`src/sv/hc_pkg.sv`:
```
// ----------------------------------------------------------------------------
// Header checker package
// Shared types, status codes, constants and the byte-wide CRC-32 update.
// ----------------------------------------------------------------------------
package hc_pkg;

    localparam int SPECIFIC_LEN_DEF = 6;
    localparam int SPECIFIC_LEN_MAX = 16;

    localparam int POS_W = 5;
    localparam int OUT_TDATA_W = 24;

    localparam logic [3:0][7:0] MAGIC = {8'h00, 8'h46, 8'h43, 8'h42};
    localparam logic [7:0] MAJOR_SUPPORTED = 8'd1;
    localparam logic [7:0] MINOR_SUPPORTED = 8'd0;

    localparam logic [31:0] CRC_POLY = 32'hEDB8_8320;
    localparam logic [31:0] CRC_INIT = 32'hFFFF_FFFF;

    typedef enum logic [2:0] {
        ST_OK           = 3'd0,
        ST_BAD_MAGIC    = 3'd1,
        ST_BAD_MAJOR    = 3'd2,
        ST_BAD_MINOR    = 3'd3,
        ST_CRC_MISMATCH = 3'd4
    } t_status;

    typedef struct packed {
        logic [7:0] data_byte;
        logic       start_of_header;
    } t_item;

    typedef struct packed {
        logic [POS_W-1:0] header_length;
        logic [7:0]       version_minor;
        logic [7:0]       version_major;
        t_status          status;
    } t_result;

    function automatic logic [31:0] crc_byte(input logic [31:0] crc, input logic [7:0] b);
        logic [31:0] c;
        c = crc ^ {24'd0, b};
        for (int k = 0; k < 8; k++) begin
            c = c[0] ? ((c >> 1) ^ CRC_POLY) : (c >> 1);
        end
        return c;
    endfunction

endpackage

```
`src/sv/hc_check.sv`:
```
// ----------------------------------------------------------------------------
// Header checker core
// Tracks the position within a header, runs the CRC and decides the status.
// ----------------------------------------------------------------------------
module hc_check #(
    parameter int SPECIFIC_LEN = hc_pkg::SPECIFIC_LEN_DEF
) (
    input  logic            i_clk,
    input  logic            i_rst_n,
    input  logic            i_fire,
    input  hc_pkg::t_item   i_item,
    output logic            o_res_valid,
    output hc_pkg::t_result o_result
);

    localparam logic [hc_pkg::POS_W-1:0] CrcStart = hc_pkg::POS_W'(6 + SPECIFIC_LEN);
    localparam logic [hc_pkg::POS_W-1:0] TotalLen = hc_pkg::POS_W'(10 + SPECIFIC_LEN);

    logic [hc_pkg::POS_W-1:0] r_pos, n_pos;
    logic                     r_busy, n_busy;
    logic                     r_mm, n_mm;
    logic [31:0]              r_crc, n_crc;
    logic [31:0]              r_stored, n_stored;
    logic [7:0]               r_major, n_major;
    logic [7:0]               r_minor, n_minor;

    logic [hc_pkg::POS_W-1:0] pos_e;
    logic                     mm_e;
    logic [31:0]              crc_e;
    logic [31:0]              stored_e;
    logic [7:0]               major_e;
    logic [7:0]               minor_e;
    logic                     active;
    logic [7:0]               b;
    logic [1:0]               lane;

    always_comb begin
        b        = i_item.data_byte;
        active   = i_item.start_of_header || r_busy;
        pos_e    = i_item.start_of_header ? '0 : r_pos;
        mm_e     = i_item.start_of_header ? 1'b0 : r_mm;
        crc_e    = i_item.start_of_header ? hc_pkg::CRC_INIT : r_crc;
        stored_e = i_item.start_of_header ? 32'd0 : r_stored;
        major_e  = i_item.start_of_header ? 8'd0 : r_major;
        minor_e  = i_item.start_of_header ? 8'd0 : r_minor;
        lane     = 2'(pos_e - CrcStart);

        n_busy   = active;
        n_pos    = pos_e;
        n_mm     = mm_e;
        n_crc    = (pos_e < CrcStart) ? hc_pkg::crc_byte(crc_e, b) : crc_e;
        n_stored = stored_e;
        n_major  = major_e;
        n_minor  = minor_e;

        o_res_valid = 1'b0;
        o_result    = '{header_length: '0, version_minor: 8'd0, version_major: 8'd0,
                        status: hc_pkg::ST_OK};

        if (pos_e < 5'd4) begin
            n_mm = mm_e || (b != hc_pkg::MAGIC[pos_e[1:0]]);
            if (pos_e == 5'd3 && n_mm) begin
                o_res_valid          = 1'b1;
                o_result.status      = hc_pkg::ST_BAD_MAGIC;
            end
        end else if (pos_e == 5'd4) begin
            n_major = b;
        end else if (pos_e == 5'd5) begin
            n_minor = b;
            o_result.version_major = major_e;
            o_result.version_minor = b;
            if (major_e != hc_pkg::MAJOR_SUPPORTED) begin
                o_res_valid     = 1'b1;
                o_result.status = hc_pkg::ST_BAD_MAJOR;
            end else if (b != hc_pkg::MINOR_SUPPORTED) begin
                o_res_valid     = 1'b1;
                o_result.status = hc_pkg::ST_BAD_MINOR;
            end
        end else if (pos_e >= CrcStart && pos_e < TotalLen) begin
            n_stored = stored_e | ({24'd0, b} << {lane, 3'b000});
            if (pos_e == TotalLen - 5'd1) begin
                o_res_valid            = 1'b1;
                o_result.version_major = major_e;
                o_result.version_minor = minor_e;
                if (n_stored == ~crc_e) begin
                    o_result.status        = hc_pkg::ST_OK;
                    o_result.header_length = TotalLen;
                end else begin
                    o_result.status = hc_pkg::ST_CRC_MISMATCH;
                end
            end
        end

        if (!active) begin
            o_res_valid = 1'b0;
        end

        if (o_res_valid) begin
            n_busy = 1'b0;
        end else if (pos_e < TotalLen) begin
            n_pos = pos_e + 5'd1;
        end
    end

    always_ff @(posedge i_clk) begin
        if (!i_rst_n) begin
            r_pos    <= '0;
            r_busy   <= 1'b0;
            r_mm     <= 1'b0;
            r_crc    <= hc_pkg::CRC_INIT;
            r_stored <= 32'd0;
            r_major  <= 8'd0;
            r_minor  <= 8'd0;
        end else if (i_fire && active) begin
            r_pos    <= n_pos;
            r_busy   <= n_busy;
            r_mm     <= n_mm;
            r_crc    <= n_crc;
            r_stored <= n_stored;
            r_major  <= n_major;
            r_minor  <= n_minor;
        end
    end

endmodule

```
`config.mk`:
```
export PLATFORM = sky130hd
export DESIGN_NAME = hc_check
export DESIGN_NICKNAME = d
export VERILOG_FILES = /design/src/sv/hc_pkg.sv /design/src/sv/hc_check.sv
export SDC_FILE = /design/constraint.sdc
export NUM_CORES = 1
export LEC_CHECK = 0
export ABC_CLOCK_PERIOD_IN_PS = 3000
export BUFFER_PORTS_ARGS = -buffer_cell sky130_fd_sc_hd__buf_2
export CORE_MARGIN = 5
export CORE_UTILIZATION = 57
export CTS_CLUSTER_SIZE = 28
export DETAILED_ROUTE_END_ITERATION = 7
export PLACE_DENSITY_LB_ADDON = 0.25
export SETUP_SLACK_MARGIN = 0.1
export SLEW_MARGIN = 20
export SYNTH_ARGS = -nofsm -noshare
export SYNTH_HDL_FRONTEND = slang
export SYNTH_SLANG_ARGS = --single-unit
```
`constraint.sdc`:
```
create_clock -name i_clk -period 3 [get_ports i_clk]
set_clock_uncertainty 0.05 [all_clocks]
set_input_delay 0.15 -clock i_clk [delete_from_list [all_inputs] [get_ports i_clk]]
set_output_delay 0.15 -clock i_clk [all_outputs]
set_load 0.05 [all_outputs]
```
==> results.yml, run 1 <==
run_status:
  status: "complete, no violations"
critical_path:
  slowest_stage: "or4_4"
  worstSetupStartpointType: "flop"
  cp_common_cell: "buf_6"
  crit_arrival_ns: 2.79
  path_class: "flop to output port"
  slowest_delay_ns: 0.56
  worstPathRequired_ns: 2.80
  crit_chain: "buf_6, and4_4, nor4_2, nand4_1, or4_4, o32a_1, nor4_4, buf_6"
  endpoint_kind: "output port"
  cp_max_fo: 7
placed_design:
  post_dp_cell_area_um2: 6000
  routabilityCongestion: 0.919
  place_hpwl_mm: 12.1
  io_buffers: 32
drt:
  drc_errors: 0
  drt-initial-drc-count: 565
  dr_total_vias: 5497
  ant_nets: 0
  dr.pass1.iters: 5
  routed_wl_mm: 17.5
  viasPerCell: 6.35
  post_drt_wl_per_cell_um: 20.2
timing:
  finalHoldViolCount: 0
  rsz0062_at_grt: "true"
  fmax_mhz: 335
  fin_crit_sh: 0.996
  finalCriticalPeriod_ns: 2.99
  drv_slew: 0
  setup_violations: 0
  relSlewSlack: 0.512
  tightest_slew_ns: 0.727
clock_network:
  cts_buffer_depth: 2
  cts.reportedPaths.clkPinSlew_ns: 0.09
  htreeDepth: 3
  cts-buffers-inserted: 9
  cts_tree: "built"
  cts_sinks: 87
  clk_latency_ns: 0.37
  root_buffer: "clkbuf_8"
grt:
  grt_pass1_wl_mm: 28.2
  grt_max_degree: 58
  grt-ovfl-total: 0
  grt_pass1_vias: 5246
  antenna_found_initial: 0
  track_usage: 0.305
logic_synthesis:
  synth_flop_cell: "dfxtp_1"
  yosysWarnings: 0
  syn-cell-area_um2: 5670
  synth.area.top_cells: "dfxtp_1 31%, xnor2_1 11%, a22oi_1 7.4%"
  synth.top_cells.by_count: "101 x nor2_1, 87 x dfxtp_1, 69 x xnor2_1, 56 x a22oi_1, 50 x nand2_1"
  synth_edf_count: 0
  synth.avg_cell_area_um2: 8.04
  async_flop_share: 0
  yosysSeqAreaShare: 0.307
  yosysMostFrequentCell: "nor2_1"
  synth-seq-cells: 87
  synth.distinct_cells: 63
  synth_cells: 705
  synth_area_leader_cell: "dfxtp_1"
  synth_top_cell_area_share: 0.307
min_path:
  hold_class: "primary input to flop"
final_layout:
  fin_area_um2: 6380
  fin_nets: 740
  drive_above_1_share: 0.156
  antenna_cells: 0
  areaGrowthSynthToFinish_pct: 12.5
  fill_cells: 848
die:
  core_um2: 9730
  pin_count: 37
  die_area_um2: 12000
  dieHeight_um: 110
  initial_core_util: 0.583
  num_rows: 36
  fp.dieW_um: 110
pwr:
  fin_total_pwr_w: 0.00323
  total_leakage_power_nw: 2.46
  ir_drop_mv: 0.354
  powerDensity_nw_per_um2: 506
run:
  maxCapViolCount: 0
routing by layer:
layer	global-route usage	share of wire	vias to the layer above
met5	0	0	-
met4	0.142	0.038	0
met3	0.0458	0.079	46
met2	0.469	0.45	261
met1	0.420	0.43	2619
li1	-	-	2571
kinds of logic after synthesis:
family,Yosys count,share of synthesized area
multiplexers,3,0.00530
flip-flops,87,0.307
AND/OR/NAND/NOR,249,0.213
other,1,0.000661
buffers and inverters,77,0.0642
AO/OA/AOI/OAI,192,0.249
XOR/XNOR,96,0.160
layout by cell type (no fill, tap or decap), drive strengths merged, types with 10 or more instances in the layout:
master / synthesis / layout
o211ai: 37 / 37
nand2: 50 / 50
nand3: 13 / 13
o21ai: 16 / 16
a22oi: 56 / 56
nor2: 101 / 101
a21oi: 21 / 21
nor3: 19 / 19
xnor2: 69 / 69
nor2b: 13 / 13
clkbuf: 40 / 10
dfxtp: 87 / 87
a22o: 17 / 17
xor2: 22 / 22
buf: 33 / 82
per-stage QoR:
step / hold slack [ns] / utilization / setup TNS [ns] / setup slack, ns / cells
after floorplan: 0.379 / - / 0 / 0.383 / 708
after global placement: 0.441 / 0.617 / 0 / 0.0511 / 841
after detailed placement: 0.453 / 0.617 / -0.0193 / -0.0193 / 841
after CTS: 0.0758 / 0.652 / 0 / 0.0274 / 866
after global routing: 0.118 / 0.655 / -0.0855 / -0.0585 / 866
final: 0.0807 / 0.655 / 0 / 0.0110 / 866
worst paths after layout:
check / from / end / slack, ns / depth (start not counted)
setup / recovery: r_pos[0]$_SDFFE_PN0P_ / o_result[23] / 0.01 / 8
hold / removal: i_item[8] / r_stored[31]$_SDFFE_PN0P_ / 0.08 / 3
setup reg to reg: r_crc[6]$_SDFFE_PN1P_ / r_crc[22]$_SDFFE_PN1P_ / 0.50 / 6
hold reg to reg: r_stored[22]$_SDFFE_PN0P_ / r_stored[22]$_SDFFE_PN0P_ / 0.47 / 2
state kept, by name (all words and copies together) (netlist names):
register	flops
r_crc	32
r_pos	5
r_minor	8
r_major	8
r_mm	1
r_busy	1
r_stored	32
worst max-delay path: cells and delay by family, from the launching register on:
kind / cells / cell delay, ns
simple gates: 5 / 1.32
buf+inv: 2 / 0.33
compound gates: 1 / 0.37
flops: 1 / 0.39
what timing repair did:
action / 4_1_cts / 5_1_grt
buffers inserted: 9 / 0
pin swaps: 3 / 3
setup endpoints to repair: 4 / 3
hold buffers: 0 / 0
resized for setup: 16 / 8
report_power, final:
part | total, W | switching, W | leakage [nW] | internal, W
clock | 0.000951 | 0.000461 | 0.116 | 0.000489
sequential | 0.00132 | 0.000111 | 0.710 | 0.00121
combinational | 0.000957 | 0.000513 | 1.64 | 0.000444
final cells by class:
| cell class | count | area, um2 | area share |
|---|---|---|---|
| clock buffers | 10 | 138 | 0.0216 |
| clock inverters | 6 | 83.8 | 0.0131 |
| inverters | 4 | 15.0 | 0.00235 |
| multi-input cells | 544 | 3630 | 0.570 |
| flip-flops and latches | 87 | 1750 | 0.274 |
| well taps | 133 | 166 | 0.0261 |
| repair buffers | 82 | 591 | 0.0926 |
No activity file was read; power rests on OpenSTA's default activity.
==> inputs of run 2 (changes only) <==
Settings changed: CORE_ASPECT_RATIO set to 0.5.
==> run 2 against run 1 <==
Effect of this change: core utilization is 0.44 points higher; sequential share of layout area grew 0.27 points; sequential power about the same; global-route usage fell by 0.98 points; die area rose by 1.0%.
==> results.yml, run 2 (synthesis gave the netlist of run 1 again) <==
placed_design:
  dp_cells: 838
  place_hpwl_mm: 12.1
  post_dp_cell_area_um2: 5960
  routabilityCongestion: 0.975
  io_buffers: 32
timing:
  finalHoldViolCount: 0
  relSlewSlack: 0.382
  drv_slew: 0
  fmax_mhz: 348
  finalCriticalPeriod_ns: 2.87
  fin_crit_sh: 0.958
  rsz0062_at_grt: "true"
  setup_violations: 0
  tightest_slew_ns: 0.923
  fin_tns_setup_ns: 0
drt:
  drc_errors: 0
  viasPerCell: 6.38
  dr.pass1.iters: 5
  ant_nets: 0
  dr_total_vias: 5479
  drt-initial-drc-count: 748
  post_drt_wl_per_cell_um: 20.3
  routed_wl_mm: 17.4
clock_network:
  cts_tree: "built"
  cts_hold_buf: 0
  root_buffer: "clkbuf_16"
  cts_sinks: 87
  cts_buffer_depth: 2
  cts-buffers-inserted: 9
  clk_latency_ns: 0.35
  htreeDepth: 3
  cts.reportedPaths.clkPinSlew_ns: 0.07
run:
  maxCapViolCount: 0
grt:
  antenna_found_initial: 0
  grt_max_degree: 58
  track_usage: 0.295
  grt_pass1_wl_mm: 27.7
  grt_pass1_vias: 4935
  grt-ovfl-total: 0
die:
  fp.dieW_um: 151
  num_rows: 25
  pin_count: 37
  core_um2: 9570
  die_area_um2: 12200
  dieHeight_um: 80.5
  initial_core_util: 0.592
final_layout:
  fin_util: 0.660
  multi_input_area_um2: 3600
  fin_nets: 731
  antenna_cells: 0
  reg.largest.list: "r_crc (32), r_stored (32)"
  layout.cells.non_filler: 859
  drive_above_1_share: 0.141
  layout_common_cells: "101 x nor2_1, 84 x dfxtp_1, 69 x xnor2_1"
  fin_area_um2: 6320
  areaGrowthSynthToFinish_pct: 11.4
  ff_latch_area_um2: 1750
  fill_cells: 853
  final_common_cell: "nor2_1"
critical_path:
  slowest_delay_ns: 0.48
  worst-path-buf-inv: 1
  cp_top_family: "compound AO/OA/AOI/OAI gates"
  worstSetupStartpointType: "flop"
  cp.depth: 7
  cp_max_fo: 5
  slowest_stage: "or4_4"
  endpoint_kind: "output port"
  path_class: "flop to output port"
  crit_arrival_ns: 2.67
  worstPathRequired_ns: 2.80
  crit_chain: "a22oi_1, nand4_1, a2111o_1, or4_4, o32a_1, o21a_1, buf_6"
  reg2regPathDepth: 6
pwr:
  ir_drop_mv: 0.293
  powerDensity_nw_per_um2: 532
  total_leakage_power_nw: 2.42
run_status:
  status: "complete, no violations"
min_path:
  whs_path_depth: 3
  hold_class: "primary input to flop"
[run 2: cell types whose count changed in the layout (fill, tap and decap cells not counted), moves of 2 or more]
cell / previous run / this run
buf_4: 46 / 40
buf_6: 4 / 2
bufinv_16: 2 / 0
clkbuf_16: 0 / 9
clkbuf_8: 10 / 1
clkinv_2: 3 / 0
clkinvlp_4: 0 / 2
[run 2: per-stage QoR]
step | setup slack (ns) | total power [W] | hold WS, ns
finish | 0.126 | 0.00336 | 0.168
CTS | 0.104 | 0.00335 | 0.157
global placement | 0.234 | 0.00223 | 0.435
detailed placement | 0.171 | 0.00225 | 0.434
global route | 0.0106 | 0.00352 | 0.198
floorplan | 0.383 | 0.00203 | 0.379
[run 2: final cells by class]
class	instances	area share
Multi-Input combinational cell	544	0.571
Sequential cell	87	0.277
Timing Repair Buffer	73	0.0781
Clock buffer	11	0.0384
Tap cell	135	0.0267
Clock inverter	5	0.00654
Inverter	4	0.00238
[run 2: repair_timing]
item                                    in CTS  in global routing
pin swaps                                    1                  1
gates resized for setup                      8                  3
endpoints found under the setup margin       4                  4
endpoints found under the hold margin        0                  0
setup buffers                                4                  1
[run 2: report_power, final]
group          internal (W)  switching (W)
clock network      0.000591       0.000519
registers           0.00121       0.000120
logic              0.000425       0.000498
[run 2: routing by layer]
metal | share of wire | global-route usage | up-vias | wire [um]
met2 | 0.41 | 0.414 | 256 | 7180
met5 | 0 | 0 | - | 0
li1 | - | - | 2572 | -
met3 | 0.11 | 0.0806 | 29 | 1920
met1 | 0.46 | 0.441 | 2622 | 8070
met4 | 0.015 | 0.0723 | 0 | 266
[run 2: worst paths after layout]
| check | to | slack, ns | start |
|---|---|---|---|
| worst max-delay path | o_result[2] | 0.13 | r_crc[16]$_SDFFE_PN1P_ |
| worst min-delay path | r_stored[31]$_SDFFE_PN0P_ | 0.17 | i_item[8] |
| worst max register to register | r_crc[22]$_SDFFE_PN1P_ | 0.52 | r_crc[6]$_SDFFE_PN1P_ |
| worst min register to register | r_minor[0]$_SDFFE_PN0P_ | 0.47 | r_minor[0]$_SDFFE_PN0P_ |
[run 2: worst min-delay path, cell delays in order]
cell     delay [ns]
buf_2          0.21
a22oi_1        0.10
nor2_1         0.08
